--- config.mk ---
export PLATFORM = sky130hd
export DESIGN_NAME = fsq_front
export DESIGN_NICKNAME = d
export VERILOG_FILES = /design/src/hw/rtl/fsq_pkg.sv /design/src/hw/rtl/fsq_front.sv
export SDC_FILE = /design/constraint.sdc
export NUM_CORES = 1
export LEC_CHECK = 0
export BUFFER_PORTS_ARGS = -buffer_cell sky130_fd_sc_hd__buf_4
export CAP_MARGIN = 30
export CORE_MARGIN = 2
export CORE_UTILIZATION = 41
export DETAILED_ROUTE_END_ITERATION = 8
export GPL_TIMING_DRIVEN = 0
export PLACE_DENSITY = 0.82
export SYNTH_ARGS = -nofsm -noshare
export SYNTH_HDL_FRONTEND = slang
export SYNTH_SLANG_ARGS = --single-unit
--- constraint.sdc ---
create_clock -name clock -period 2.2 [get_ports clock]
set_clock_uncertainty 0.1 [all_clocks]
set_input_delay 0.33 -clock clock [delete_from_list [all_inputs] [get_ports clock]]
set_output_delay 0.33 -clock clock [all_outputs]
set_load 0.03 [all_outputs]
--- src/hw/rtl/fsq_pkg.sv ---
// Shared types and constants for the Q16.16 square root pipeline.
package fsq_pkg;

   // Field widths
   localparam int unsigned OPERAND_W = 32;
   localparam int unsigned ROOT_W    = 25;
   localparam int unsigned WORK_W    = 32;

   // Restoring passes: the first yields the integer root, the second the low 8 bits
   localparam int unsigned PASS1_STEPS   = 16;
   localparam int unsigned PASS1_TOP_BIT = 30;
   localparam int unsigned PASS2_STEPS   = 8;
   localparam int unsigned PASS2_TOP_BIT = 14;

   // Rescale between passes
   localparam logic [WORK_W-1:0] REM_LIMIT = 32'd65535;
   localparam logic [WORK_W-1:0] HALF_LSB  = 32'h0000_8000;

   // Largest root magnitude (root of 2^31 in Q16.16, rounded)
   localparam logic [ROOT_W-1:0] ROOT_MAX = 25'd11863283;

   // Word carried between stages
   typedef struct packed {
      logic              neg;
      logic [WORK_W-1:0] rem;
      logic [WORK_W-1:0] acc;
   } fsq_data_type;

endpackage

--- src/hw/rtl/fsq_front.sv ---
// Entry stage: takes the operand magnitude and starts the remainder.
module fsq_front (
   input  logic                                clock,
   input  logic                                reset,
   input  logic                                enable,
   input  logic                                in_valid,
   input  logic signed [fsq_pkg::OPERAND_W-1:0] in_operand,
   output logic                                out_valid,
   output fsq_pkg::fsq_data_type               out_data
);
   import fsq_pkg::*;

   logic         valid_ff;
   fsq_data_type data_ff;
   fsq_data_type data_in;

   // Magnitude: the most negative value maps to unsigned 2^31
   always_comb begin
      data_in.neg = in_operand[OPERAND_W-1];
      data_in.rem = in_operand[OPERAND_W-1] ? (WORK_W'(0) - WORK_W'(in_operand))
                                            : WORK_W'(in_operand);
      data_in.acc = '0;
   end

   always_ff @(posedge clock) begin
      if (reset) begin
         valid_ff <= 1'b0;
      end else if (enable) begin
         valid_ff <= in_valid;
      end
   end

   always_ff @(posedge clock) begin
      if (enable) begin
         data_ff <= data_in;
      end
   end

   assign out_valid = valid_ff;
   assign out_data  = data_ff;

endmodule

======== Word-level counts from Yosys, hierarchy flattened ========
Cells that the tools add are included.
operators by class
  multiplexer cells ....................... 1
  $add $sub $neg .......................... 1
operators by type and width
  kind                                               count
  subtractor 1 x 32 -> 32 bit, first input constant  1
  2-to-1 mux 31 bit                                  1
storage, ports and cells
  register bits after elaboration ......... 34
  input port bits ......................... 36
  logic and storage cells ................. 6

======== Depth between registers and ports, before layout ========
  depth in word-level cells ............... 2
  mapped depth ............................ 6
  gate-level depth less buffers ........... 6

======== Least setup slack after synthesis ========
No wires, ideal clock.
  kind .................................... input-to-reg
  from .................................... in in_operand[25] in the netlist's numbering
  to ...................................... reg data_ff, in the netlist out_data[62] (data pin)
  required time ........................... 1.843 ns
  stages .................................. 4
  data arrival time ....................... 1.730 ns
  path slack .............................. 0.113 ns
  path buffers ............................ 0
  cells stage by stage .................... or4_4 or4_4 o41a_1 xor2_1
RTL lines
  what                  RTL line         source
  from (decl)           fsq_front.sv:7   input logic signed [fsq_pkg::OPERAND_W-1:0] in_operand,
  to (signal assigned)  fsq_front.sv:35  data_ff <= data_in;
  to (decl)             fsq_front.sv:14  fsq_data_type data_ff;

==> metrics.yaml <==
worst_setup_path:
  worstSetupPathType: "in -> reg"
  critPathRequiredTime_ns: 2.15
  worst-endpoint-arrival_ns: 1.90
  critPathBufInv: 1
  reg2reg_from: "out_valid"
  cp_max_fo: 4
  end_kind: "flop"
  crit_path_cell_trace: "buf_4, or4_4, or4_4, o41a_1, xor2_1"
  cpMostUsedCell: "or4_4"
  worst_r2r_endpoint: "out_valid"
  timing.critical_path.depth: 5
  startpoint_type: "input port"
  worst_path_dominant_cell_family: "simple AND/OR/NAND/NOR gates"
  rr_worst_depth: 2
  critical_path.startpoint: "in_operand[25]"
  capturing_instance_or_port_of_the_critical_path: "out_data[62]"
  cp_slowest_cell: "or4_4"
  worst-r2r-setup-slack_ns: 1.52
  critical-path-max-stage-delay_ns: 0.54
logic_synthesis:
  synth-warning-count: 0
  synth-edff-count: 33
  synth_async_sr_flop_share: 0
  yosysSeqAreaShare: 0.5140
  leading_cell_types_by_total_area_after_synthesis: "edfxtp_1 (50%), xnor2_1 (12%), buf_4 (12%), o31ai_1 (5.0%), o41ai_1 (2.2%)"
  avgSynthCellArea_um2: 11.71
  dominantRegCellSynth: "edfxtp_1"
  netlist_instances: 168
  cell_with_the_most_instances_after_synthesis: "edfxtp_1"
  syn_area_um2: 1967
  netlist_top_cells_count: "edfxtp_1 (33), buf_4 (32), xnor2_1 (28)"
  netlist-cell-type-count: 27
  yosys.area.top_type: "edfxtp_1"
  postSynthRegisterBits: 34
  yosys.area.top_type_share: 0.5038
die:
  total_core_area_um2: 4661
  floorplan.die_area_um2: 5367
  die-width_um: 73.26
  die_height_um: 73.26
  core.rowCount: 25
  floorplan.io_pins: 102
  starting_density_of_the_core: 0.4220
clocking:
  cts-hold-fix-buffers: 0
  clkLatencyLatePin_ns: 0.29
  cts-root-to-sink-buffers: 2
  clock-root-buffer: "clkbuf_8"
  post_cts.repair.setup_buffers: 0
  cts_htree_levels: 2
  clock_sink_count: 34
  cts_tree: "yes"
  cts_buffers: 5
  ctsResizeCount: 0
  clkTransAtPathRegs_ns: 0.07
pwr:
  cellPowerDensity_nw_per_um2: 644.9
  ir_drop_v: 0.0002354
  power.static_leakage_nw: 1.164
  totalPowerFinal_mw: 1.778
cells_and_area:
  fillers: 399
  final_layout_size_suffix_gt1_frac: 0.4094
  layout.cell_area.non_filler_um2: 2756
  flow.area_growth_from_synthesis_pct: 40.14
  layout.nets: 313
  antenna-diode-count: 0
flow_run:
  cap_viol_max_count: 0
timing:
  rsz0062_at_grt: "false"
  final_setup_violation_count: 0
  timing.final.ws_setup_ns: 0.2471
  clock.fmax_ghz: 0.5121
  final_period_minus_worst_setup_slack_ns: 1.953
  report.final.hold_viol_count: 0
  final.period_utilization: 0.8877
  timing_max_transition_violations_final: 0
global_route:
  grt_start_max_net_pins: 35
  grt_pass1_vias: 1448
  grt_overflow: 0
  grt.total_usage: 0.1599
  initial_antenna_violation_count: 0
  grt_first_pass_wirelength_um: 6437
placed_design:
  gp_congestion: 0.7375
  port_buffers: 69
  dpl.hpwl_um: 3203
  placed_area_um2: 2669
  placement_stage_worst_setup_slack_ns: -0.1385
routing:
  vias_per_cell: 4.727
  route.detailed.drc: 0
  drtPass1Iterations: 5
  vias: 1560
  violation_count_after_the_first_detailed_route_iteration: 69
  drt-total-wl_um: 4253
  drt-wirelength-per-cell_um: 12.89
  route.antenna.remaining_nets: 0
worst_hold_path:
  min_delay_path_depth: 2
  worst_hold_path_type: "in -> reg"
run_status:
  result_of_the_run: "complete, no violations"
## placed cells by master, fill, tap and decap left out, drive strengths merged
cell type    n
buf        102
clkbuf       9
clkinv       2
conb        32
dfxtp        1
edfxtp      33
ha           2
inv          2
mux2i        1
nand2       10
nand2b       4
nand3        5
nand4        1
nor2         3
nor3         4
nor4         3
nor4b        2
o21ai        6
o31ai       13
o41a         1
o41ai        5
or3          4
or4          2
xnor2       28
xor2         1
## how the worst min path moves through the flow
stage / startpoint / endpoint / slack, ns
after floorplan: reset / out_valid / 0.30
after global placement: reset / out_valid / 0.39
after detailed placement: out_valid / out_valid / 0.39
after CTS: reset / out_valid / 0.08
after global routing: reset / out_valid / 0.09
final: reset / out_valid / 0.09
## worst reg2reg max path, delay by kind of cell (launching register included)
family           cells  cell delay [ns]
DFF                  1             0.32
muxes                1             0.12
and+or+nand+nor      1             0.05
## per-layer routing
metal  up-vias  GRT usage  part of all wire
met5         -          0                 0
met3         7    0.05487              0.11
li1        766          -                 -
met4         0    0.07407             0.020
met1       698     0.1765              0.37
met2        89     0.2753              0.50
## cell type report
cell class	instances	area [um^2]	share of cell area
tap	54	67.56	0.02451
inverter	2	7.507	0.002724
clock buffer	6	72.57	0.02633
timing repair buffer	69	518.0	0.1879
multi-input combinational	127	814.5	0.2955
buffer	36	256.5	0.09306
sequential	34	1011	0.3668
clock inverter	2	8.758	0.003177
## report_power, final
part | switching [mW] | internal [mW]
Sequential | 0.0186 | 0.790
Clock | 0.221 | 0.217
Combinational | 0.322 | 0.208
Total | 0.562 | 1.22
## sequential cells by signal, summed over array words and instances, names as in the netlist
signal     flops
out_data      33
out_valid      1
## stage by stage
stage	hold WS, ns	instances	utilization	TNS, ns
2_1_floorplan	0.3024	199	-	0
3_3_place_gp	0.3877	322	0.5726	-0.6041
3_5_place_dp	0.3922	322	0.5726	-0.5792
4_1_cts	0.08227	330	0.5901	0
5_1_grt	0.08569	330	0.5914	0
6_report	0.08518	330	0.5914	0
## cell families after synthesis
| kind of cell | share of synthesized area |
|---|---|
| AOI/OAI and AO/OA | 0.09287 |
| xor gates and xnor gates | 0.1291 |
| adders and majority gates | 0.01272 |
| buffers and inverters | 0.1342 |
| DFF | 0.5140 |
| muxes | 0.005089 |
| other | 0.001907 |
| and+or+nand+nor | 0.1101 |
No activity file was read; power rests on OpenSTA's default activity.
