===== src/hw/rtl/fsq_pkg.sv =====
// Shared types and constants for the Q16.16 square root pipeline.
package fsq_pkg;

   // Field widths
   localparam int unsigned OPERAND_W = 32;
   localparam int unsigned ROOT_W    = 25;
   localparam int unsigned WORK_W    = 32;

   // Restoring passes: the first yields the integer root, the second the low 8 bits
   localparam int unsigned PASS1_STEPS   = 16;
   localparam int unsigned PASS1_TOP_BIT = 30;
   localparam int unsigned PASS2_STEPS   = 8;
   localparam int unsigned PASS2_TOP_BIT = 14;

   // Rescale between passes
   localparam logic [WORK_W-1:0] REM_LIMIT = 32'd65535;
   localparam logic [WORK_W-1:0] HALF_LSB  = 32'h0000_8000;

   // Largest root magnitude (root of 2^31 in Q16.16, rounded)
   localparam logic [ROOT_W-1:0] ROOT_MAX = 25'd11863283;

   // Word carried between stages
   typedef struct packed {
      logic              neg;
      logic [WORK_W-1:0] rem;
      logic [WORK_W-1:0] acc;
   } fsq_data_type;

endpackage


===== src/hw/rtl/fsq_rescale.sv =====
// Between passes: scales remainder and root up by 16 bits, adjusting both when the remainder is large.
module fsq_rescale (
   input  logic                  clock,
   input  logic                  reset,
   input  logic                  enable,
   input  logic                  in_valid,
   input  fsq_pkg::fsq_data_type in_data,
   output logic                  out_valid,
   output fsq_pkg::fsq_data_type out_data
);
   import fsq_pkg::*;

   logic              valid_ff;
   fsq_data_type      data_ff;
   fsq_data_type      data_in;
   logic [WORK_W-1:0] diff;

   // Large remainder: advance the root by a half after the shift
   always_comb begin
      diff        = in_data.rem - in_data.acc;
      data_in.neg = in_data.neg;
      if (in_data.rem > REM_LIMIT) begin
         data_in.rem = {diff[15:0], 16'h0000} - HALF_LSB;
         data_in.acc = {in_data.acc[15:0], 16'h0000} + HALF_LSB;
      end else begin
         data_in.rem = {in_data.rem[15:0], 16'h0000};
         data_in.acc = {in_data.acc[15:0], 16'h0000};
      end
   end

   always_ff @(posedge clock) begin
      if (reset) begin
         valid_ff <= 1'b0;
      end else if (enable) begin
         valid_ff <= in_valid;
      end
   end

   always_ff @(posedge clock) begin
      if (enable) begin
         data_ff <= data_in;
      end
   end

   assign out_valid = valid_ff;
   assign out_data  = data_ff;

endmodule


===== config.mk =====
export PLATFORM = sky130hd
export DESIGN_NAME = fsq_rescale
export DESIGN_NICKNAME = d
export VERILOG_FILES = /design/src/hw/rtl/fsq_pkg.sv /design/src/hw/rtl/fsq_rescale.sv
export SDC_FILE = /design/constraint.sdc
export NUM_CORES = 1
export LEC_CHECK = 0
export BUFFER_PORTS_ARGS = -buffer_cell sky130_fd_sc_hd__buf_2
export CORE_MARGIN = 2
export CORE_UTILIZATION = 50
export CTS_CLUSTER_DIAMETER = 60
export DETAILED_ROUTE_END_ITERATION = 10
export PLACE_DENSITY = 0.95
export SLEW_MARGIN = 15
export SYNTH_ARGS = -nofsm -noshare
export SYNTH_HDL_FRONTEND = slang
export SYNTH_SLANG_ARGS = --single-unit

===== constraint.sdc =====
create_clock -name clock -period 5.7 [get_ports clock]
set_clock_uncertainty 0.1 [all_clocks]
set_input_delay 0.285 -clock clock [delete_from_list [all_inputs] [get_ports clock]]
set_output_delay 0.285 -clock clock [all_outputs]
set_load 0.01 [all_outputs]

# Yosys cells after proc, flatten, opt, wreduce, memory -nomap -nowiden
# Index checks and enable logic that the tools add are counted.
# word_totals
word_cells	11
reg_bits	66
output_inout_bits	66
in_bits	69
# classes
n_mux	1
order_cmp	1
addsub	3
# ops
op	n
$mux W64	1
$add A32 B16 Y32 const B	1
$gt A32 B16 Y1 const B	1
$sub A32 B16 Y32 const B	1
$sub A16 B16 Y16	1

# Longest topological paths before layout
# depth
word_depth	3
mapped_depth	13
depth_no_buf	13

# Worst setup path after synthesis
# Ideal clock, no wire load.
# synth_path
kind	in2reg
startpoint	input port in_data[32] (netlist name)
endpoint	register data_ff (netlist bit out_data[63]), data pin
slack_ns	2.658
setup_time_ns	0.258
cell_stages	13
arrival_time_ns	2.685
path_buffers	0
required_ns	5.342
cell_sequence	inv_1 > ha_1 > inv_1 > fa_1 > a21o_1 > a221oi_4 > a31oi_4 > a221o_1 > nor2_1 > nand4_2 > o311a_1 > nor2_1 > xnor2_1
# synth_lines
item	line	rtl
from (decl)	fsq_rescale.sv:7	input fsq_pkg::fsq_data_type in_data,
to (signal assigned)	fsq_rescale.sv:41	data_ff <= data_in;
to (decl)	fsq_rescale.sv:14	fsq_data_type data_ff;

==> flow_summary.yaml <==
outcome:
  outcome: "finished, final reports clean"
clock_network:
  cts_tree: "done"
  clockBufferDepth: 2
  htree_num_levels: 2
  cts_resized: 0
  cts_buffers: 5
  numClockSinks: 35
  clockRootBuffer: "clkbuf_8"
  cts_hold_buf: 0
  postCtsSetupBuffers: 0
  insertion_delay_ns: 0.28
  clkTransAtPathRegs_ns: 0.07
logic_synthesis:
  yosys_warnings: 0
  synth_edf_count: 34
  syn_inst: 272
  ys_ff_latch: 35
  synthArstFlopShare_pct: 0
  synthMuxAreaShare_pct: 0.376
  synthTopCellsByArea: "edfxtp_1 38%, buf_4 8.7%, ha_1 7.5%"
  synth_compound_area_share_pct: 17.8
  syn_area_mm2: 0.00266
  synth_top_area_cell: "edfxtp_1"
  synth_top_family_by_area: "compound AO/OA/AOI/OAI gates"
  synth.top_cells.by_count: "34 x edfxtp_1, 31 x buf_4, 27 x nor2_1"
  synthSimpleGateAreaFrac_pct: 13.8
  synth_adder_area_share_pct: 8.28
  yosysSeqAreaShare_pct: 39.1
  synth_cell_types: 53
  yosysMostFrequentCell: "edfxtp_1"
  synth_xor_area_share_pct: 7.90
  yosysTopAreaCellShare_pct: 38.4
  avgSynthCellArea_um2: 9.78
  synth_flop_cell: "edfxtp_1"
min_path:
  hold-path-cell-count: 2
  hp-class: "in -> reg"
  min_from: "reset"
  worstHoldEndpoint: "out_valid$_SDFFE_PP0P_"
sta:
  slew-limit-headroom_pct: 51.2
  finalCritPeriodShare_pct: 58.3
  maxSlewViolCount: 0
  fmax_ghz: 0.301
  finalCriticalPeriod_ns: 3.32
  rsz0062_at_grt: "false"
  worst_pin_slew_ns: 0.732
  setup_viol: 0
  setup_tns_ns: 0
  hold_violations: 0
routing:
  drtPass1Iterations: 5
  via_count: 2252
  drc: 0
  drt_wl_total_um: 5700
  drtAntennaViolNets: 0
  wl_per_cell_um: 13.2
  first_iter_violations: 191
  via_per_inst: 5.20
pwr:
  powerDensity_mw_per_mm2: 242
  p_leak_nw: 1.44
  ir_worst_vdd_v: 0.000172
floorplanning:
  fp.coreArea_mm2: 0.00511
  num_rows: 26
  die_w_um: 76.9
  die_y_um: 76.9
  start_util_pct: 52.1
  dieArea_mm2: 0.00592
  design.portCount: 135
worst_setup_path:
  r2r_slack_ns: 5.02
  r2r_end: "out_valid$_SDFFE_PP0P_"
  worstSetupStartpointType: "input pin"
  worstPathArrival_ns: 3.24
  endpoint_kind: "register"
  regToRegStartpoint: "out_valid$_SDFFE_PP0P_"
  cp.required_ns: 5.62
  r2r_cells: 2
  crit_fanout: 4
  critical_path_class: "in -> reg"
placement:
  place_congestion: 0.899
  dpl.hpwl_um: 4500
  portBuffers: 88
  placed_area_mm2: 0.00306
grt:
  grt_util_all_layers_pct: 18.9
  grt_pass1_wl_um: 9080
  overflow: 0
  grt_pass1_vias: 2016
  antenna_found_initial: 0
  grt_max_degree: 36
finish:
  finalInstanceArea_mm2: 0.00315
  fin_util_pct: 61.6
  fin_nets: 448
  antenna_cells: 0
  num-fill-cells: 383
  drive_gt1_share_pct: 30.9
  syn2layout_area_growth_pct: 18.3
run:
  max_cap_violations: 0
## cells by family (layout without fill, tap and decap cells)
group,count (synthesis),after routing
AO/OA/AOI/OAI,63,63
XOR/XNOR,24,24
adder cells (fa/ha/maj),17,17
buffers and inverters,58,120
flip-flops,35,35
multiplexers,1,1
other,1,30
AND/OR/NAND/NOR,73,73
## worst max-delay path by stage
stage	from	depth (start not counted)	to
6_report	in_data[32]	14	out_data[62]$_DFFE_PP_
2_1_floorplan	in_data[32]	13	out_data[63]$_DFFE_PP_
5_1_grt	in_data[32]	14	out_data[62]$_DFFE_PP_
3_3_place_gp	in_data[32]	14	out_data[63]$_DFFE_PP_
4_1_cts	in_data[32]	14	out_data[63]$_DFFE_PP_
3_5_place_dp	in_data[32]	14	out_data[63]$_DFFE_PP_
## layer usage
layer / track usage (%) / vias up / wire, um
li1: - / 1097 / -
met1: 23.4 / 1002 / 2290
met2: 31.8 / 135 / 2780
met3: 3.06 / 18 / 460
met4: 10.0 / 0 / 178
met5: 0 / - / 0
## worst max-delay path: stages
cell	delay (ns)
buf_2	0.10
inv_1	0.06
ha_1	0.17
inv_1	0.06
fa_1	0.40
a21o_1	0.23
a21oi_1	0.27
xor2_1	0.22
o2111ai_1	0.25
a211oi_1	0.46
nand3_1	0.19
nor3b_1	0.28
xnor2_1	0.15
a21oi_1	0.10
## per-stage QoR
stage / cells / hold WS, ns / total power, mW / setup slack, ns
floorplan: 301 / 0.257 / 0.517 / 2.66
global placement: 425 / 0.342 / 0.569 / 2.26
detailed placement: 425 / 0.348 / 0.581 / 2.18
CTS: 433 / 0.0465 / 0.759 / 2.45
global route: 433 / 0.0603 / 0.798 / 2.20
finish: 433 / 0.0510 / 0.760 / 2.38
## cell type report
class | instances | area, um^2 | share of cell area [%]
well taps | 70 | 87.6 | 2.78
inverters | 23 | 86.3 | 2.74
flip-flops and latches | 35 | 1040 | 33.1
repair buffers | 89 | 448 | 14.2
multi-input cells | 208 | 1390 | 44.3
clock inverters | 1 | 5.00 | 0.159
clock buffers | 7 | 86.3 | 2.74
## cell usage in the layout, fill, tap and decap left out, types with 2 or more instances in the layout
cell	netlist	layout
o31ai_1	2	2
nand2_1	11	11
a211oi_1	2	2
clkbuf_8	0	6
ha_1	16	16
o211ai_1	3	3
a21oi_1	24	24
a21o_1	2	2
and3_1	2	2
conb_1	1	30
a211o_2	2	2
buf_2	1	88
nor3_1	4	4
inv_1	23	23
edfxtp_1	34	34
nor2_1	27	27
xor2_1	7	7
o21ai_0	9	9
xnor2_1	17	17
nand2b_1	6	6
nand3_1	5	5
a211oi_2	2	2
o21a_1	2	2
a31oi_1	2	2
nand4_1	2	2
nor4_1	5	5
o311a_1	2	2
## state kept, by name (all words and copies together), names as in the netlist
signal	flops
out_data	34
out_valid	1
## where the power goes
| group | switching (mW) | internal [mW] |
|---|---|---|
| registers | 0.00691 | 0.321 |
| clock network | 0.0825 | 0.0973 |
| logic | 0.146 | 0.106 |
| total | 0.235 | 0.525 |
No activity file was read; power rests on OpenSTA's default activity.
