$ cat config.mk
export PLATFORM = sky130hd
export DESIGN_NAME = fsq_step
export DESIGN_NICKNAME = d
export VERILOG_FILES = /design/src/hw/rtl/fsq_pkg.sv /design/src/hw/rtl/fsq_step.sv
export SDC_FILE = /design/constraint.sdc
export NUM_CORES = 1
export LEC_CHECK = 0
export ABC_AREA = 1
export BUFFER_PORTS_ARGS = -buffer_cell sky130_fd_sc_hd__buf_2
export CORE_ASPECT_RATIO = 1.75
export CORE_MARGIN = 2
export CORE_UTILIZATION = 43
export CTS_BUF_LIST = sky130_fd_sc_hd__clkbuf_2
export CTS_CLUSTER_DIAMETER = 200
export DETAILED_ROUTE_END_ITERATION = 12
export PLACE_DENSITY = 0.77
export SYNTH_ARGS = -nofsm -noshare
export SYNTH_HDL_FRONTEND = slang
export SYNTH_SLANG_ARGS = --single-unit
$ cat constraint.sdc
create_clock -name clock -period 3.3 [get_ports clock]
set_clock_uncertainty 0.1 [all_clocks]
set_input_delay 0.165 -clock clock [delete_from_list [all_inputs] [get_ports clock]]
set_output_delay 0.165 -clock clock [all_outputs]
set_load 0.01 [all_outputs]
$ cat src/hw/rtl/fsq_pkg.sv
// Shared types and constants for the Q16.16 square root pipeline.
package fsq_pkg;

   // Field widths
   localparam int unsigned OPERAND_W = 32;
   localparam int unsigned ROOT_W    = 25;
   localparam int unsigned WORK_W    = 32;

   // Restoring passes: the first yields the integer root, the second the low 8 bits
   localparam int unsigned PASS1_STEPS   = 16;
   localparam int unsigned PASS1_TOP_BIT = 30;
   localparam int unsigned PASS2_STEPS   = 8;
   localparam int unsigned PASS2_TOP_BIT = 14;

   // Rescale between passes
   localparam logic [WORK_W-1:0] REM_LIMIT = 32'd65535;
   localparam logic [WORK_W-1:0] HALF_LSB  = 32'h0000_8000;

   // Largest root magnitude (root of 2^31 in Q16.16, rounded)
   localparam logic [ROOT_W-1:0] ROOT_MAX = 25'd11863283;

   // Word carried between stages
   typedef struct packed {
      logic              neg;
      logic [WORK_W-1:0] rem;
      logic [WORK_W-1:0] acc;
   } fsq_data_type;

endpackage

$ cat src/hw/rtl/fsq_step.sv
// One restoring square-root step followed by its stage register.
module fsq_step (
   input  logic                             clock,
   input  logic                             reset,
   input  logic                             enable,
   input  logic [fsq_pkg::WORK_W-1:0]       step_bit,
   input  logic                             in_valid,
   input  fsq_pkg::fsq_data_type            in_data,
   output logic                             out_valid,
   output fsq_pkg::fsq_data_type            out_data
);
   import fsq_pkg::*;

   logic              valid_ff;
   fsq_data_type      data_ff;
   fsq_data_type      data_in;
   logic [WORK_W-1:0] trial;

   // Subtract the trial square when it fits, shift the partial root
   always_comb begin
      trial       = in_data.acc + step_bit;
      data_in.neg = in_data.neg;
      if (in_data.rem >= trial) begin
         data_in.rem = in_data.rem - trial;
         data_in.acc = (in_data.acc >> 1) + step_bit;
      end else begin
         data_in.rem = in_data.rem;
         data_in.acc = in_data.acc >> 1;
      end
   end

   always_ff @(posedge clock) begin
      if (reset) begin
         valid_ff <= 1'b0;
      end else if (enable) begin
         valid_ff <= in_valid;
      end
   end

   always_ff @(posedge clock) begin
      if (enable) begin
         data_ff <= data_in;
      end
   end

   assign out_valid = valid_ff;
   assign out_data  = data_ff;

endmodule

* Yosys cells after proc, flatten, opt, wreduce, memory -nomap -nowiden
Index checks and enable logic that the tools add are counted. Widths: inputs -> output; s select.
Operators by class: add/subtract/negate cells 3, order comparisons 1, muxes and demuxes 1
Operators with widths (number):
- $mux 64 | 1
- $add 31x32->32 | 1
- $add 32x32->32 | 1
- $ge 32x32->1 | 1
- $sub 32x32->32 | 1
Storage, ports and cells: register bits 66, input bits 101, output and inout bits 66, word-level logic and storage cells 10

* Longest topological paths before layout
Gate-level depths: netlist of run 1.
depth after elaboration 3, gate-level depth with buffers 27, depth with buffers taken out 26

* Worst setup path after synthesis of run 1
OpenSTA, ideal clock, no wires.
path type input to register, from input port step_bit[0] (netlist name), to register data_ff (netlist bit out_data[26]) (data pin), arrival time 2852 ps, setup slack 95 ps, stages 26, buffers on the path 2, cell sequence ha_1 inv_1 fa_1 inv_1 nand3_1 nand2_1 nand2_1 nand2_1 nand2_1 nand2_1 nand3_1 nand2_1 xor2_1 ha_1 nand2_1 inv_2 nand2_1 nand2_1 a21oi_2 nor2_1 nor2_1 nand2_2 buf_6 buf_12 nand3_2 nand2_1
RTL lines:
- start, declared | RTL line fsq_step.sv:6 | input logic [fsq_pkg::WORK_W-1:0] step_bit,
- end signal, assigned | RTL line fsq_step.sv:42 | data_ff <= data_in;
- end, declared | RTL line fsq_step.sv:15 | fsq_data_type data_ff;

==> metrics, run 1 <==
run status=complete, no violations; # DRC=0; number of ports placed on the die boundary=between 150 and 200; leading post-synthesis cells by instance count=715 x sky130_fd_sc_hd__nand2_1, 267 x sky130_fd_sc_hd__inv_1, 124 x sky130_fd_sc_hd__nor2_1; WS Path Type=in2reg; fraction of post-synthesis cell area in the top cell type by area=0.281; number of hold violations in the final report=0; maxcap violations=0; time the final worst path needs with I/O delays and setup=3.27 ns; unrepaired setup endpoints after global routing=yes; DPL Wire Length=between 30 and 40 mm; number of DRC violations after detailed-routing iteration 0=640; leakage power=slightly below 8 nW; initial cell density of the core=0.434; pwr dens=~390 mW/mm^2; Worst Hold Class=in2reg; Slew Limit Fails=0; kind of start point of the critical path=primary input; Synth warnings=0; final worst-path setup slack=around 0.030 ns; Seq/Total Area, Yosys=0.207; global routing usage summed across all routing layers=0.329; total of endpoints with negative setup slack in the final report=0; post-detailed-route count of antenna-violating nets=0; EDFF count, synth=between 60 and 70; first-pass GRT wire length=approximately 59 mm; number of clock sinks seen by CTS=between 60 and 70; Detailed Route WL=about 39 mm; Post-Synthesis Cells=around 1600; maximum vdd drop=176 uV; die span in y=slightly above 200 um; Max Root-Sink Buffers=2; Placer Congestion=1.08; Placed Area=0.0126 sq mm; First-pass DRT Iterations=7; per-cell routed wire length=about 16 um; most frequently used cell type in the post-synthesis netlist=sky130_fd_sc_hd__nand2_1; DIE AREA=about 0.023 sq mm; top fanout value on the critical path=34; clk_lat worst skew=roughly 0.68 ns; most area-consuming cells after synthesis=sky130_fd_sc_hd__nand2_1 28%, sky130_fd_sc_hd__edfxtp_1 20%, sky130_fd_sc_hd__ha_1 12%; register area=0.00197 sq mm; count of buffers inserted at the top-level ports=about 170; H-tree depth=3; pin count of the biggest net entering global routing=35; width of the die=around 120 um; predominant post-synthesis flop cell=sky130_fd_sc_hd__edfxtp_1; cell type with the highest aggregate area in the netlist=sky130_fd_sc_hd__nand2_1; area of the multi-input gates=0.00693 sq mm; cell area after technology mapping=~0.0095 sq mm; number of synthesized register bits=66; number of fill cells in the layout=2037; fmax=0.306 GHz; # nets final=roughly 2300; Async S/R FF share, synth=0; count of standard-cell rows=around 70; library cells used by synthesis=33; GR Overflow Total=0; Cell Count Post-Placement=around 2300; share of the core filled with cells=0.639; Synth Area per Inst=roughly 6 sq um; worst endpoint data arrival time=around 3.6 ns; area of all placed cells without fillers=0.0141 sq mm; root buffer selected by CTS=sky130_fd_sc_hd__clkbuf_2; TritonCTS Buffers=9; fraction of final layout cells sized beyond drive strength 1=0.263; via count of the first global-routing pass=12435; setup total negative slack=0 ns; clock-pin transition on the worst setup and hold timing paths=0.23 ns; synth-to-layout area growth=47.2%; slew at the pin with the worst max-slew slack=0.469 ns; antenna violations before repair=2; CTS tree=done; Net Count, Synth=roughly 1800; standard cell core area=0.0220 sq mm; Req. time, crit path=roughly 3.7 ns; count of non-filler cells in the finished layout=between 2000 and 2500; via count of the routed design=12233; Slew headroom=0.687; number of vias per cell after detailed routing=approximately 5.0; Crit. End Element=register; part of the cycle the worst path needs=0.991; pre-CTS WS=-0.466 ns
-- report_power, final --
group	internal [mW]	total, mW	switching [mW]	leakage [nW]
sequential	1.17	1.22	0.0507	0.642
combinational	1.62	3.75	2.13	7.23
clock	0.180	0.536	0.356	0.0734
total	2.97	5.51	2.54	7.95
-- through the flow --
| stage | hold slack [ns] | total power [mW] |
|---|---|---|
| 3_3_place_gp | 0.221 | 4.57 |
| 6_report | 0.0670 | 5.51 |
| 5_1_grt | 0.0690 | 5.92 |
| 4_1_cts | 0.000527 | 5.25 |
| 3_5_place_dp | 0.229 | 4.64 |
| 2_1_floorplan | 0.137 | 3.17 |
-- layer usage --
| layer | vias to the layer above | part of all wire | GRT usage |
|---|---|---|---|
| li1 | 6101 | - | - |
| met1 | 5492 | 0.33 | 0.289 |
| met2 | 435 | 0.54 | 0.615 |
| met3 | 205 | 0.037 | 0.0503 |
| met4 | 0 | 0.097 | 0.288 |
| met5 | - | 0 | 0 |
-- sequential cells by signal, indices dropped and copies added, names as in the netlist --
signal,flops
out_data,65
out_valid,1
-- cell type report --
| cell class | instances | share of cell area |
|---|---|---|
| inverters | 275 | 0.0735 |
| clock inverters | 4 | 0.00312 |
| multi-input cells | 1274 | 0.493 |
| clock buffers | 12 | 0.00427 |
| well taps | 296 | 0.0264 |
| repair buffers | 500 | 0.259 |
| flip-flops and latches | 66 | 0.140 |
| diodes | 2 | 0.000356 |
-- worst max-delay path, cell delays in order --
cell and delay, ns:
sky130_fd_sc_hd__dlygate4sd3_1 0.53, sky130_fd_sc_hd__buf_2 0.15, sky130_fd_sc_hd__ha_4 0.24, sky130_fd_sc_hd__nand2_4 0.12
sky130_fd_sc_hd__nor2_2 0.05, sky130_fd_sc_hd__buf_4 0.13, sky130_fd_sc_hd__a21oi_1 0.28, sky130_fd_sc_hd__nor2_1 0.10
sky130_fd_sc_hd__nor2_1 0.13, sky130_fd_sc_hd__nand2_1 0.06, sky130_fd_sc_hd__nand2_1 0.05, sky130_fd_sc_hd__nand2_1 0.09
sky130_fd_sc_hd__ha_1 0.30, sky130_fd_sc_hd__buf_4 0.13, sky130_fd_sc_hd__nand2_1 0.09, sky130_fd_sc_hd__nor2_2 0.14
sky130_fd_sc_hd__nand2_2 0.08, sky130_fd_sc_hd__nor2_1 0.12, sky130_fd_sc_hd__nand2_1 0.09, sky130_fd_sc_hd__nand2_4 0.12
sky130_fd_sc_hd__inv_2 0.08, sky130_fd_sc_hd__buf_12 0.17, sky130_fd_sc_hd__nand2_1 0.10, sky130_fd_sc_hd__nand2_1 0.07
-- path summary, 6_finish.rpt --
check	cells past startpoint	startpoint	slack, ns	end
worst min-delay path	6	step_bit[19]	0.07	out_data[19]$_DFFE_PP_
worst max-delay path	24	in_data[15]	0.03	out_data[36]$_DFFE_PP_
worst min register to register	3	out_valid$_SDFFE_PP0P_	1.00	out_valid$_SDFFE_PP0P_
worst max register to register	3	out_valid$_SDFFE_PP0P_	2.02	out_valid$_SDFFE_PP0P_
-- cell families after synthesis --
family,after synthesis,share of synthesized area
AO/OA/AOI/OAI,114,0.0643
XOR/XNOR,49,0.0449
adder cells (fa/ha/maj),97,0.129
buffers and inverters,288,0.118
flip-flops,66,0.207
multiplexers,1,0.00105
AND/OR/NAND/NOR,1013,0.435
-- cells in the final DEF, fill, tap and decap left out, drive strengths merged --
| master | count |
|---|---|
| diode | 2 |
| dlygate4sd3 | 75 |
| nand3b | 13 |
| dfxtp | 1 |
| nor3 | 13 |
| buf | 424 |
| and2 | 7 |
| fa | 3 |
| and3 | 3 |
| o211ai | 2 |
| o21ai | 25 |
| clkinv | 4 |
| a21o | 3 |
| mux2i | 1 |
| ha | 94 |
| xor2 | 32 |
| a21oi | 73 |
| nand3 | 110 |
| nand4 | 16 |
| edfxtp | 65 |
| nor4 | 3 |
| bufinv | 1 |
| nor2 | 128 |
| o21bai | 9 |
| clkbuf | 13 |
| inv | 274 |
| o21a | 2 |
| nand2 | 720 |
| xnor2 | 17 |
-- timing repair --
| action | CTS | global route |
|---|---|---|
| setup endpoints to repair | 0 | 64 |
| setup buffers | 0 | 5 |
| hold buffers | 75 | 0 |
| endpoints found under the hold margin | 86 | 0 |
| resized for setup | 0 | 116 |
Power figures use the tool's default switching activity.
==> run 2: changes to the inputs <==
Settings changed: HOLD_SLACK_MARGIN set to 0.1.
==> run 2 against run 1 <==
  * Cell area increased by 0.78%
  * Final cell count is 0.82% higher
  * Via count up 1.1%
  * Power shrank 0.11%
  * Routed wire length up 0.62%
  * Sequential share of layout area is 0.11 points lower
  * Worst setup slack improved by 0.041 ns
  * First-iteration DRC count rose by 1.4%
  * Largest power group unchanged
==> metrics, run 2 (synthesis results as in run 1) <==
fraction of final layout cells sized beyond drive strength 1=0.252; antenna violations before repair=2; via count of the first global-routing pass=approximately 13000; count of buffers inserted at the top-level ports=between 150 and 200; number of flip-flops in the largest register=65; Worst Hold Class=in2reg; synth-to-layout area growth=48.3%; # DRC=0; worst-path cell chain=dlygate4sd3_1 -> buf_2 -> ha_1 -> buf_4 -> nand2_1 -> nor2_1 -> nand2_1 -> nor2_2 -> nor2_1 -> nand3_1 -> nand2_1 -> ha_1 -> nand2_1 -> nor2_2 -> nand2_1 -> nor2_1 -> nand2_1 -> nand2_4 -> inv_2 -> buf_12 -> nand2_1 -> nand2_1; most common library cell in the layout ignoring fill and taps=sky130_fd_sc_hd__nand2_1; First-pass DRT Iterations=5; Slew headroom=0.676; top fanout value on the critical path=34; width of the die=between 100 and 150 um; fmax=0.310 GHz; CP dominant cell by count=sky130_fd_sc_hd__nand2_1; # nets final=between 2000 and 2500; number of vias per cell after detailed routing=5.05; H-tree depth=3; die span in y=between 200 and 250 um; run status=complete, no violations; time the final worst path needs with I/O delays and setup=3.23 ns; pwr dens=~390 mW/mm^2; maxcap violations=0; clk_lat worst skew=0.70 ns; Crit. End Element=register; number of clock sinks seen by CTS=between 60 and 70; Placer Congestion=about 1.1; Detailed Route WL=roughly 39 mm; via count of the routed design=around 12000; maximum vdd drop=about 180 uV; WS Path Type=in2reg; post-route total power=5.50 mW; count of standard-cell rows=approximately 70; kind of start point of the critical path=primary input; GR Overflow Total=0; clock-pin transition on the worst setup and hold timing paths=about 0.17 ns; number of ports placed on the die boundary=167; pin count of the biggest net entering global routing=35; Buf/Inv on CP=5; leakage power=8.00 nW; DIE AREA=between 0.02 and 0.025 sq mm; Worst path max stage delay=about 0.55 ns; number of hold violations in the final report=0; worst-path cell with the longest stage delay=sky130_fd_sc_hd__dlygate4sd3_1; root buffer selected by CTS=sky130_fd_sc_hd__clkbuf_2; setup total negative slack=0 ns; Max Root-Sink Buffers=2; initial cell density of the core=0.434; standard cell core area=approximately 0.022 sq mm; first-pass GRT wire length=59.9 mm; cell type group with the largest total delay on the critical path=simple AND/OR/NAND/NOR gates; leading cell types in the layout, fill and taps excluded=700 x sky130_fd_sc_hd__nand2_1, 266 x sky130_fd_sc_hd__inv_1, 249 x sky130_fd_sc_hd__buf_4; total of endpoints with negative setup slack in the final report=0; TritonCTS Buffers=9; DPL Wire Length=around 31 mm; CTS tree=done; slew at the pin with the worst max-slew slack=between 0.4 and 0.5 ns; global routing usage summed across all routing layers=0.335; Slew Limit Fails=0; Req. time, crit path=~3.7 ns; worst endpoint data arrival time=approximately 3.6 ns; part of the cycle the worst path needs=0.978; post-detailed-route count of antenna-violating nets=0; number of DRC violations after detailed-routing iteration 0=approximately 650; per-cell routed wire length=between 15 and 20 um
-- run 2: changes by cell type in the layout (fill, tap and decap cells not counted), moves of 2 or more --
cell,previous run,this run
sky130_fd_sc_hd__a21oi_1,58,61
sky130_fd_sc_hd__a21oi_2,14,12
sky130_fd_sc_hd__dlygate4sd3_1,75,96
sky130_fd_sc_hd__ha_4,13,11
sky130_fd_sc_hd__nand2_1,694,700
sky130_fd_sc_hd__nand2_2,24,18
sky130_fd_sc_hd__nor2_1,99,103
sky130_fd_sc_hd__nor2_2,24,20
sky130_fd_sc_hd__nor3_1,6,8
sky130_fd_sc_hd__nor3_4,2,0
sky130_fd_sc_hd__o21ai_1,5,7
-- run 2: final timing paths --
| path | from | slack, ns | cells after the start | to |
|---|---|---|---|---|
| setup / recovery | step_bit[27] | 0.07 | 22 | out_data[2]$_DFFE_PP_ |
| hold / removal | step_bit[9] | 0.15 | 6 | out_data[9]$_DFFE_PP_ |
| setup reg to reg | out_valid$_SDFFE_PP0P_ | 1.99 | 3 | out_valid$_SDFFE_PP0P_ |
| hold reg to reg | out_valid$_SDFFE_PP0P_ | 1.03 | 3 | out_valid$_SDFFE_PP0P_ |
-- run 2: worst register-to-register path, stage by stage (launching register included) --
cell and delay (ns):
sky130_fd_sc_hd__dfxtp_1 0.36, sky130_fd_sc_hd__mux2i_1 0.16, sky130_fd_sc_hd__nor2_1 0.06, sky130_fd_sc_hd__dlygate4sd3_1 0.55
-- run 2: final cells by class --
cell class	count	area [sq um]
fill	2009	7820
multi-input combinational	1274	6840
timing repair buffer	520	3840
sequential	66	1970
inverter	275	1030
tap	296	370
clock buffer	12	60.1
clock inverter	4	43.8
antenna	2	5.00
-- run 2: power by group --
group / internal [mW] / total [mW] / switching [mW]
registers: 1.17 / 1.23 / 0.0529
logic: 1.62 / 3.73 / 2.11
clock network: 0.180 / 0.545 / 0.365
total: 2.97 / 5.50 / 2.53
-- run 2: metal layers --
metal / track usage / vias to the layer above / routed length (um)
met3: 0.0536 / 225 / 1630
met4: 0.300 / 0 / 4140
met2: 0.623 / 480 / 20700
met1: 0.294 / 5517 / 12500
met5: 0 / - / 0
li1: - / 6146 / -
-- run 2: timing repair --
| action | CTS | global route |
|---|---|---|
| buffers inserted | 0 | 4 |
| endpoints found under the setup margin | 0 | 64 |
| hold endpoints to repair | 131 | 0 |
| gates resized for setup | 0 | 96 |
| hold buffers | 96 | 0 |
-- run 2: per-stage QoR --
stage	setup slack [ns]	utilization	hold slack [ns]	std cells	instance area [sq um]
after floorplan	0.0952	-	0.137	1628	9550
after global placement	-0.395	0.574	0.221	2330	12600
after detailed placement	-0.466	0.574	0.229	2330	12600
after CTS	0.000370	0.623	0.102	2442	13700
after global routing	-0.0901	0.644	0.141	2449	14200
final	0.0710	0.644	0.147	2449	14200
