`src/hw/rtl/fsq_pkg.sv`:
```
// Shared types and constants for the Q16.16 square root pipeline.
package fsq_pkg;

   // Field widths
   localparam int unsigned OPERAND_W = 32;
   localparam int unsigned ROOT_W    = 25;
   localparam int unsigned WORK_W    = 32;

   // Restoring passes: the first yields the integer root, the second the low 8 bits
   localparam int unsigned PASS1_STEPS   = 16;
   localparam int unsigned PASS1_TOP_BIT = 30;
   localparam int unsigned PASS2_STEPS   = 8;
   localparam int unsigned PASS2_TOP_BIT = 14;

   // Rescale between passes
   localparam logic [WORK_W-1:0] REM_LIMIT = 32'd65535;
   localparam logic [WORK_W-1:0] HALF_LSB  = 32'h0000_8000;

   // Largest root magnitude (root of 2^31 in Q16.16, rounded)
   localparam logic [ROOT_W-1:0] ROOT_MAX = 25'd11863283;

   // Word carried between stages
   typedef struct packed {
      logic              neg;
      logic [WORK_W-1:0] rem;
      logic [WORK_W-1:0] acc;
   } fsq_data_type;

endpackage

```
`src/hw/rtl/fsq_finish.sv`:
```
// Exit stage: rounds, restores the sign and holds the result word.
module fsq_finish (
   input  logic                              clock,
   input  logic                              reset,
   input  logic                              enable,
   input  logic                              in_valid,
   input  fsq_pkg::fsq_data_type             in_data,
   output logic                              out_valid,
   output logic signed [fsq_pkg::ROOT_W-1:0] out_root
);
   import fsq_pkg::*;

   logic              valid_ff;
   logic [ROOT_W-1:0] root_ff;
   logic [ROOT_W-1:0] root_in;
   logic [WORK_W-1:0] rounded;
   logic [WORK_W-1:0] signed_root;

   // Round up when the remainder exceeds the root, then apply the sign
   always_comb begin
      rounded     = (in_data.rem > in_data.acc) ? (in_data.acc + WORK_W'(1)) : in_data.acc;
      signed_root = in_data.neg ? (WORK_W'(0) - rounded) : rounded;
      root_in     = signed_root[ROOT_W-1:0];
   end

   always_ff @(posedge clock) begin
      if (reset) begin
         valid_ff <= 1'b0;
      end else if (enable) begin
         valid_ff <= in_valid;
      end
   end

   always_ff @(posedge clock) begin
      if (enable) begin
         root_ff <= root_in;
      end
   end

   assign out_valid = valid_ff;
   assign out_root  = $signed(root_ff);

endmodule

```
`config.mk`:
```
export PLATFORM = sky130hd
export DESIGN_NAME = fsq_finish
export DESIGN_NICKNAME = d
export VERILOG_FILES = /design/src/hw/rtl/fsq_pkg.sv /design/src/hw/rtl/fsq_finish.sv
export SDC_FILE = /design/constraint.sdc
export NUM_CORES = 1
export LEC_CHECK = 0
export BUFFER_PORTS_ARGS = -buffer_cell sky130_fd_sc_hd__buf_4
export CORE_MARGIN = 4
export CORE_UTILIZATION = 54
export CTS_BUF_LIST = sky130_fd_sc_hd__clkbuf_2
export DETAILED_ROUTE_END_ITERATION = 6
export GPL_TIMING_DRIVEN = 1
export PLACE_DENSITY_LB_ADDON = 0.05
export SYNTH_ARGS = -nofsm -noshare
export SYNTH_HDL_FRONTEND = slang
export SYNTH_SLANG_ARGS = --single-unit
```
`constraint.sdc`:
```
create_clock -name clock -period 5 [get_ports clock]
set_input_delay 0.75 -clock clock [delete_from_list [all_inputs] [get_ports clock]]
set_output_delay 0.75 -clock clock [all_outputs]
set_load 0.05 [all_outputs]
```
Word-level counts from Yosys, hierarchy flattened
Index checks and enable logic that the tools add are counted.
{"block": "op_classes", "addsub": 2, "order_cmp": 1, "mux": 2}
{"op": "$mux 25", "n": 2}
{"op": "$gt 32x32->1", "n": 1}
{"op": "$add 25x1->25 const B", "n": 1}
{"op": "$sub 1x25->25 const A", "n": 1}
{"block": "word_totals", "ff_bits": 26, "in_bits": 69, "out_inout_bits": 26, "elab_cells": 7}

Depth between registers and ports, before layout
Gate-level depths: netlist (run 1).
{"block": "depth", "ltp_word": 4, "ltp_mapped": 19, "ltp_nobuf": 17}

Least setup slack after synthesis (run 1)
Ideal clock, no wire load.
{"block": "synth_timing", "kind": "input to register", "from": "input port in_data[2] in the netlist's numbering", "to": "register root_ff[20] (netlist: out_root[20]), data pin", "setup_time_ns": 0.262, "arrival_time_ns": 4.078, "t_required_ns": 4.738, "path_slack_ns": 0.660, "cell_stages": 18, "n_path_buf": 2, "cell_sequence": "buf_1 inv_1 ha_1 nand4_1 nor4_1 and2_1 a21oi_2 nor2_2 mux2i_1 ha_1 nand2_1 a21o_1 mux2i_1 o21ai_0 or2_1 buf_2 o31ai_2 xnor2_1"}
{"block": "synth_between", "elab_chain_cells": 4, "word_cells_on_any_way": 5, "cone_classes": "add/sub: 2; order compare: 1; mux: 2"}
{"element": "from (decl)", "line": "fsq_finish.sv:7", "rtl": "input fsq_pkg::fsq_data_type in_data,"}
{"element": "$gt 32x32->1 or $add 25x1->25 (tied branches)", "line": "fsq_finish.sv:21", "rtl": "rounded = (in_data.rem > in_data.acc) ? (in_data.acc + WORK_W'(1)) : in_data.acc;"}
{"element": "$mux 25 *", "line": "fsq_finish.sv:21"}
{"element": "$sub 1x25->25", "line": "fsq_finish.sv:22", "rtl": "signed_root = in_data.neg ? (WORK_W'(0) - rounded) : rounded;"}
{"element": "$mux 25 *", "line": "fsq_finish.sv:22"}
{"element": "net signed_root[20]", "line": "fsq_finish.sv:17", "rtl": "logic [WORK_W-1:0] signed_root;"}
{"element": "to (signal assigned)", "line": "fsq_finish.sv:36", "rtl": "root_ff <= root_in;"}
{"element": "to (decl)", "line": "fsq_finish.sv:14", "rtl": "logic [ROOT_W-1:0] root_ff;"}
Mark *: on every way through the listed nets, which the timed path passes. The rest lies on a longest branch.
A chain may end at the register's enable or synchronous reset.

Worst setup path in the final report (run 1)
{"block": "layout_timing", "from": "input port in_data[23] in the netlist's numbering", "to": "register root_ff[20] (netlist: out_root[20]), data pin"}
{"block": "layout_between", "elab_chain_cells": 4}
{"element": "$gt 32x32->1 *", "line": "fsq_finish.sv:21"}
{"element": "$mux 25 *", "line": "fsq_finish.sv:21"}
{"element": "$sub 1x25->25", "line": "fsq_finish.sv:22"}
{"element": "$mux 25 *", "line": "fsq_finish.sv:22"}
{"element": "net signed_root[20]", "line": "fsq_finish.sv:17"}
Marked as above.

==> impl_results.md, run 1 <==
* Combinational share of power at 0.488
* Die Span Y at slightly above 80 um
* Power per cell area at 180 nW/um2
* CTS tree: yes
* Clk buf depth at 2
* Most used routing layer: met2
* NetSw at 0.265 mW
* Gate Count Post-Synth at 359
* Ys Warns at 0
* # hold bufs at CTS at 0
* FF+latch count, synth at 26
* First-pass GRT wire length at between 10000 and 15000 um
* Seq/Total Area, Yosys at 0.257
* Via/cell ratio at 5.63
* Sequential share of power at 0.404
* Area Overhead vs Synth at 26.2%
* DP Cell Count at between 500 and 600
* Worst Path Required at slightly above 5 ns
* GRT Total Usage at 0.221
* Ports at 95
* Num Clock Sinks at 26
* Startpoint Class: input port
* Most frequent cells in the layout: buf_4, xnor2_1, inv_1, ha_1, nand2_1
* Core region area at 5240 um2
* CP Capture Type: flip-flop
* Layout cells sized above 1 at 0.249
* Clock slew seen by the registers of the worst setup and hold paths at 0.19 ns
* NumNets Final at 553
* Number of flops mapped to enable cells by yosys at 25
* Slew Limit Fails at 0
* Status: finished, final reports clean
* Gpl congestion at between 0.9 and 1
* Ys flop type: edfxtp_1
* HP Class: flip-flop to flip-flop
* First-pass DRT Iterations at 5
* CTS Buf Count at 3
* PnR worst setup slack at ~0.7 ns
* Max Cap Viol at 0
* GRT met3 Usage at 0.0130
* Post-CTS setup buffer count at 0
* Min Tclk post-route at between 4 and 5 ns
* Clk root buf: clkbuf_2
* # fillers at between 400 and 500
* Mapped cell area at approximately 3000 um2
* IR drop worst, VDD at 0.139 mV
* Die Wd at around 82 um
* Synth async-reset ratio at 0
* Syn_area_per_cell at around 8.3 um2
* Vias in the first global route at between 2000 and 3000
* Syn nets at roughly 460
* CTS resizes at 0
* Final TNS setup at 0 ns
* DIE AREA at slightly below 7000 um2
* Final Cycle Share at 0.861
* Initial Utilization at 0.572
* Initial antenna violation count at 0
* Final hold violations at 0
* Largest net degree at the start of global routing at 27
* Commonest non-fill, non-tap cell in the layout: buf_4
* Crit Path Class: input port to flip-flop
* Input/output buffers at 94
* DRC viols at 0
* # diodes at 0
* Vias at slightly below 3000
* Rows at 26
* Max frequency at between 200 and 250 MHz
* Clock Latency Late Sink at between 0.3 and 0.4 ns
* DRT antenna net count at 0
* Detailed placement HPWL at between 6000 and 7000 um
* Met2 track demand over resource at 0.388
* Clk pwr share at 0.108
* Final Setup Violations at 0
* Switching Fraction at 0.389
* M1 GR Usage at 0.290
* DR WL/cell at ~15 um
* Largest fanout on the critical path at 10
* H-tree levels at 1
* Final WL at about 7500 um
* Initial DRC Count at between 150 and 200
* Cell variety after synth at 51
* Non-Filler Instances at 519
* Pint at around 0.42 mW
* Pre-CTS setup slack at 0.337 ns
* Grt total ovfl at 0
* Unrepaired setup endpoints after global routing: false
* Least-Margin Pin Slew at 0.686 ns
* Critical path arrival at approximately 4.4 ns
* Clock Skew at 0 ns
* Pleak at around 1.6 nW
* Pwr Total at about 0.68 mW
* Slew HR at 0.541
[per-layer routing]
metal | part of all wire | routed length (um) | up-vias
li1 | - | - | 1486
met1 | 0.43 | 3250 | 1301
met2 | 0.48 | 3640 | 120
met3 | 0.067 | 503 | 13
met4 | 0.018 | 135 | 0
met5 | 0 | 0 | -
[worst paths after layout]
| kind | depth (start not counted) | start | slack, ns | endpoint |
|---|---|---|---|---|
| setup reg to reg | 2 | out_valid$_SDFFE_PP0P_ | 4.40 | out_valid$_SDFFE_PP0P_ |
| hold reg to reg | 2 | out_valid$_SDFFE_PP0P_ | 0.54 | out_valid$_SDFFE_PP0P_ |
| setup / recovery | 17 | in_data[23] | 0.70 | out_root[20]$_DFFE_PP_ |
| hold / removal | 2 | out_valid$_SDFFE_PP0P_ | 0.54 | out_valid$_SDFFE_PP0P_ |
[state kept, by name, summed over array words and instances, names as in the netlist]
| register | count |
|---|---|
| out_valid | 1 |
| out_root | 25 |
[kinds of logic (layout without fill, tap and decap cells)]
group | count (synthesis) | in the layout | share of synthesized area
AO/OA/AOI/OAI | 79 | 79 | 0.177
buffers and inverters | 45 | 135 | 0.0568
adder cells (fa/ha/maj) | 34 | 34 | 0.142
AND/OR/NAND/NOR | 119 | 119 | 0.200
multiplexers | 7 | 7 | 0.0242
XOR/XNOR | 49 | 49 | 0.143
flip-flops | 26 | 26 | 0.257
[power groups by stage]
stage,clock (mW),sequential (mW),combinational (mW)
after global placement,0,0.280,0.325
after detailed placement,0,0.281,0.332
after CTS,0.0767,0.276,0.333
after floorplan,0,0.367,0.128
after global routing,0.0879,0.277,0.360
final,0.0734,0.275,0.333
[per-stage QoR]
stage / cell area (um2) / util / hold slack, ns
floorplan: 3000 / - / 0.733
global placement: 3760 / 0.718 / 0.479
detailed placement: 3760 / 0.718 / 0.532
CTS: 3780 / 0.722 / 0.534
global route: 3780 / 0.722 / 0.510
finish: 3780 / 0.722 / 0.543
[synth_stat cells, types with 2 or more instances]
library cell | instances | share of area
a21o_1 | 3 | 0.0075
a21oi_1 | 23 | 0.038
a21oi_2 | 2 | 0.0058
a221oi_1 | 2 | 0.0058
a31oi_1 | 3 | 0.0063
and3_1 | 2 | 0.0042
and4_1 | 2 | 0.0058
buf_1 | 2 | 0.0025
clkbuf_1 | 6 | 0.0075
edfxtp_1 | 25 | 0.25
ha_1 | 34 | 0.14
inv_1 | 35 | 0.044
mux2_2 | 2 | 0.0075
mux2i_1 | 5 | 0.017
nand2_1 | 30 | 0.038
nand2b_1 | 2 | 0.0042
nand3_1 | 14 | 0.023
nand4_1 | 13 | 0.027
nor2_1 | 25 | 0.031
nor2b_1 | 2 | 0.0042
nor3_1 | 12 | 0.020
nor4_1 | 4 | 0.0083
o2111ai_1 | 2 | 0.0058
o211ai_1 | 5 | 0.013
o21a_1 | 4 | 0.010
o21ai_0 | 16 | 0.027
o21ai_1 | 5 | 0.0083
o31ai_1 | 3 | 0.0075
o31ai_2 | 4 | 0.017
or2_1 | 2 | 0.0042
or4_1 | 3 | 0.0075
xnor2_1 | 41 | 0.12
xor2_1 | 8 | 0.023
[final cells by class]
type,instances,area [um2],area share
Clock buffer,4,20.0,0.00529
Inverter,36,135,0.0357
Multi-Input combinational cell,288,2060,0.543
Sequential cell,26,771,0.204
Tap cell,70,87.6,0.0232
Timing Repair Buffer,95,713,0.189
[worst max-delay path, cell delays in order]
cell and delay [ns]:
buf_4 0.09, inv_1 0.05, ha_1 0.31, nand4_1 0.19, nor4_1 0.47, and2_1 0.27
a21oi_2 0.10, nor2_2 0.40, mux2i_1 0.31, ha_1 0.24, nand2_1 0.07, a21o_1 0.15
mux2i_1 0.17, o21ai_0 0.15, or2_1 0.34, o31ai_2 0.26, xnor2_1 0.09
No activity file was read; power rests on OpenSTA's default activity.
==> inputs of run 2 (changes only) <==
--- a/config.mk
+++ b/config.mk
@@ -6,6 +6,7 @@
 export NUM_CORES = 1
 export LEC_CHECK = 0
 export BUFFER_PORTS_ARGS = -buffer_cell sky130_fd_sc_hd__buf_4
+export CORE_ASPECT_RATIO = 1.1
 export CORE_MARGIN = 4
 export CORE_UTILIZATION = 54
 export CTS_BUF_LIST = sky130_fd_sc_hd__clkbuf_2
==> run 2 against run 1 <==
  * First-iteration DRC count down 38%
  * Clock power shrank 4.6%
  * Global-route usage down 2.0 points
  * Die area hardly changed
  * Core utilization down 1.9 points
  * Clock skew did not move
  * Non-clock buffer count increased by 1
  * Critical path depth did not move
  * Critical path type unchanged
==> impl_results.md, run 2 (synthesis results as in run 1) <==
* Input/output buffers at 94
* Gpl congestion at 0.897
* R2R Path End: out_valid$_SDFFE_PP0P_
* Status: finished, final reports clean
* Clock slew seen by the registers of the worst setup and hold paths at between 0.15 and 0.2 ns
* Hold Path Origin: out_valid$_SDFFE_PP0P_
* Slew Limit Fails at 0
* Largest fanout on the critical path at 10
* Core region area at 5400 um2
* Initial antenna violation count at 0
* IR drop worst, VDD at between 0.1 and 0.15 mV
* Vias in the first global route at 2638
* Clk root buf: clkbuf_2
* First-pass DRT Iterations at 4
* Largest net degree at the start of global routing at 27
* Clock Skew at 0 ns
* Least-Margin Pin Slew at approximately 0.70 ns
* Via/cell ratio at between 5 and 6
* DRC viols at 0
* Layout cells sized above 1 at 0.251
* Non-Filler Instances at between 500 and 600
* # fillers at 488
* CTS tree: yes
* Num Clock Sinks at 26
* Most frequent cells in the layout: buf_4, xnor2_1, inv_1, ha_1, nand2_1
* Power per cell area at roughly 180 nW/um2
* Commonest non-fill, non-tap cell in the layout: buf_4
* Max Cap Viol at 0
* Vias at 2839
* Final Setup Violations at 0
* Startpoint Class: input port
* Grt total ovfl at 0
* Post-CTS setup buffer count at 0
* DIE AREA at just under 7000 um2
* Final Cycle Share at 0.874
* First-pass GRT wire length at between 10000 and 15000 um
* Area Overhead vs Synth at 26.7%
* R2R cell count at 2
* Area of the multi-input gates at 2060 um2
* DR WL/cell at around 13 um
* Setup slack, reg-to-reg at roughly 4.4 ns
* Final hold violations at 0
* NumNets Final at 554
* CP Capture Type: flip-flop
* Hold path depth at 2
* Min Tclk post-route at roughly 4.4 ns
* GRT Total Usage at 0.202
* H-tree levels at 1
* DP Cell Count at 521
* Max FFs per register at 25
* CTS Buf Count at 3
* Rows at 28
* DRT antenna net count at 0
* Die Span Y at about 86 um
* Crit Path Class: input port to flip-flop
* Initial DRC Count at about 120
* CTS resizes at 0
* Unrepaired setup endpoints after global routing: false
* WHS Endpoint: out_valid$_SDFFE_PP0P_
* Detailed placement HPWL at ~6200 um
* Worst Path Required at 5.09 ns
* # diodes at 0
* Final WL at approximately 7000 um
* HP Class: flip-flop to flip-flop
* Critical path arrival at around 4.5 ns
* Clk buf depth at 2
* Final TNS setup at 0 ns
* # hold bufs at CTS at 0
* Post-Layout Inst Area at around 3800 um2
* Area after DPL at between 3000 and 4000 um2
* Ports at 95
* FF/Latch Area at 771 um2
* Clock Latency Late Sink at approximately 0.30 ns
* Die Wd at ~80 um
* Post-layout util at 0.704
* Initial Utilization at 0.555
* Pleak at about 1.6 nW
* Slew HR at 0.530
* Max frequency at roughly 230 MHz
* Worst r2r src: out_valid$_SDFFE_PP0P_
-- run 2: changes by cell type in the layout (fill, tap and decap cells not counted), sizes merged --
| cell | delta |
|---|---|
| buf | +1 |
-- run 2: report_power, final --
group / internal (mW) / switching [mW]
clock: 0.0212 / 0.0488
sequential: 0.269 / 0.00554
combinational: 0.126 / 0.203
total: 0.416 / 0.257
-- run 2: final cells by class --
class                           count  area share
Clock buffer                        4     0.00527
Inverter                           36      0.0356
Multi-Input combinational cell    288       0.542
Sequential cell                    26       0.203
Tap cell                           75      0.0247
Timing Repair Buffer               96       0.190
-- run 2: how the worst max path moves through the flow --
stage	from	to	slack [ns]	cells after the start
6_report	in_data[27]	out_root[20]$_DFFE_PP_	0.63	17
3_5_place_dp	in_data[31]	out_root[20]$_DFFE_PP_	0.26	17
4_1_cts	in_data[31]	out_root[20]$_DFFE_PP_	0.62	17
2_1_floorplan	in_data[2]	out_root[20]$_DFFE_PP_	0.66	18
5_1_grt	in_data[27]	out_root[20]$_DFFE_PP_	0.42	17
3_3_place_gp	in_data[59]	out_root[20]$_DFFE_PP_	0.45	16
-- run 2: worst max-delay path, cell delays in order --
cell and delay, ns:
buf_4 0.08, inv_1 0.03, ha_1 0.30, nand4_1 0.20
nor4_1 0.51, and2_1 0.27, a21oi_2 0.10, nor2_2 0.40
mux2i_1 0.30, ha_1 0.24, nand2_1 0.07, a21o_1 0.15
mux2i_1 0.17, o21ai_0 0.16, or2_1 0.33, o31ai_2 0.29
xnor2_1 0.10
-- run 2: stage by stage --
stage          hold slack [ns]  setup slack [ns]  power (mW)
3_3_place_gp             0.478             0.455       0.603
2_1_floorplan            0.733             0.660       0.495
4_1_cts                  0.537             0.616       0.679
5_1_grt                  0.550             0.417       0.713
3_5_place_dp             0.496             0.256       0.610
6_report                 0.527             0.631       0.674
-- run 2: metal layers --
| metal | up-vias | part of all wire | GRT usage |
|---|---|---|---|
| met4 | 0 | 0.011 | 0.0719 |
| met3 | 8 | 0.057 | 0.0126 |
| met2 | 102 | 0.50 | 0.356 |
| li1 | 1486 | - | - |
| met1 | 1243 | 0.44 | 0.259 |
| met5 | - | 0 | 0 |
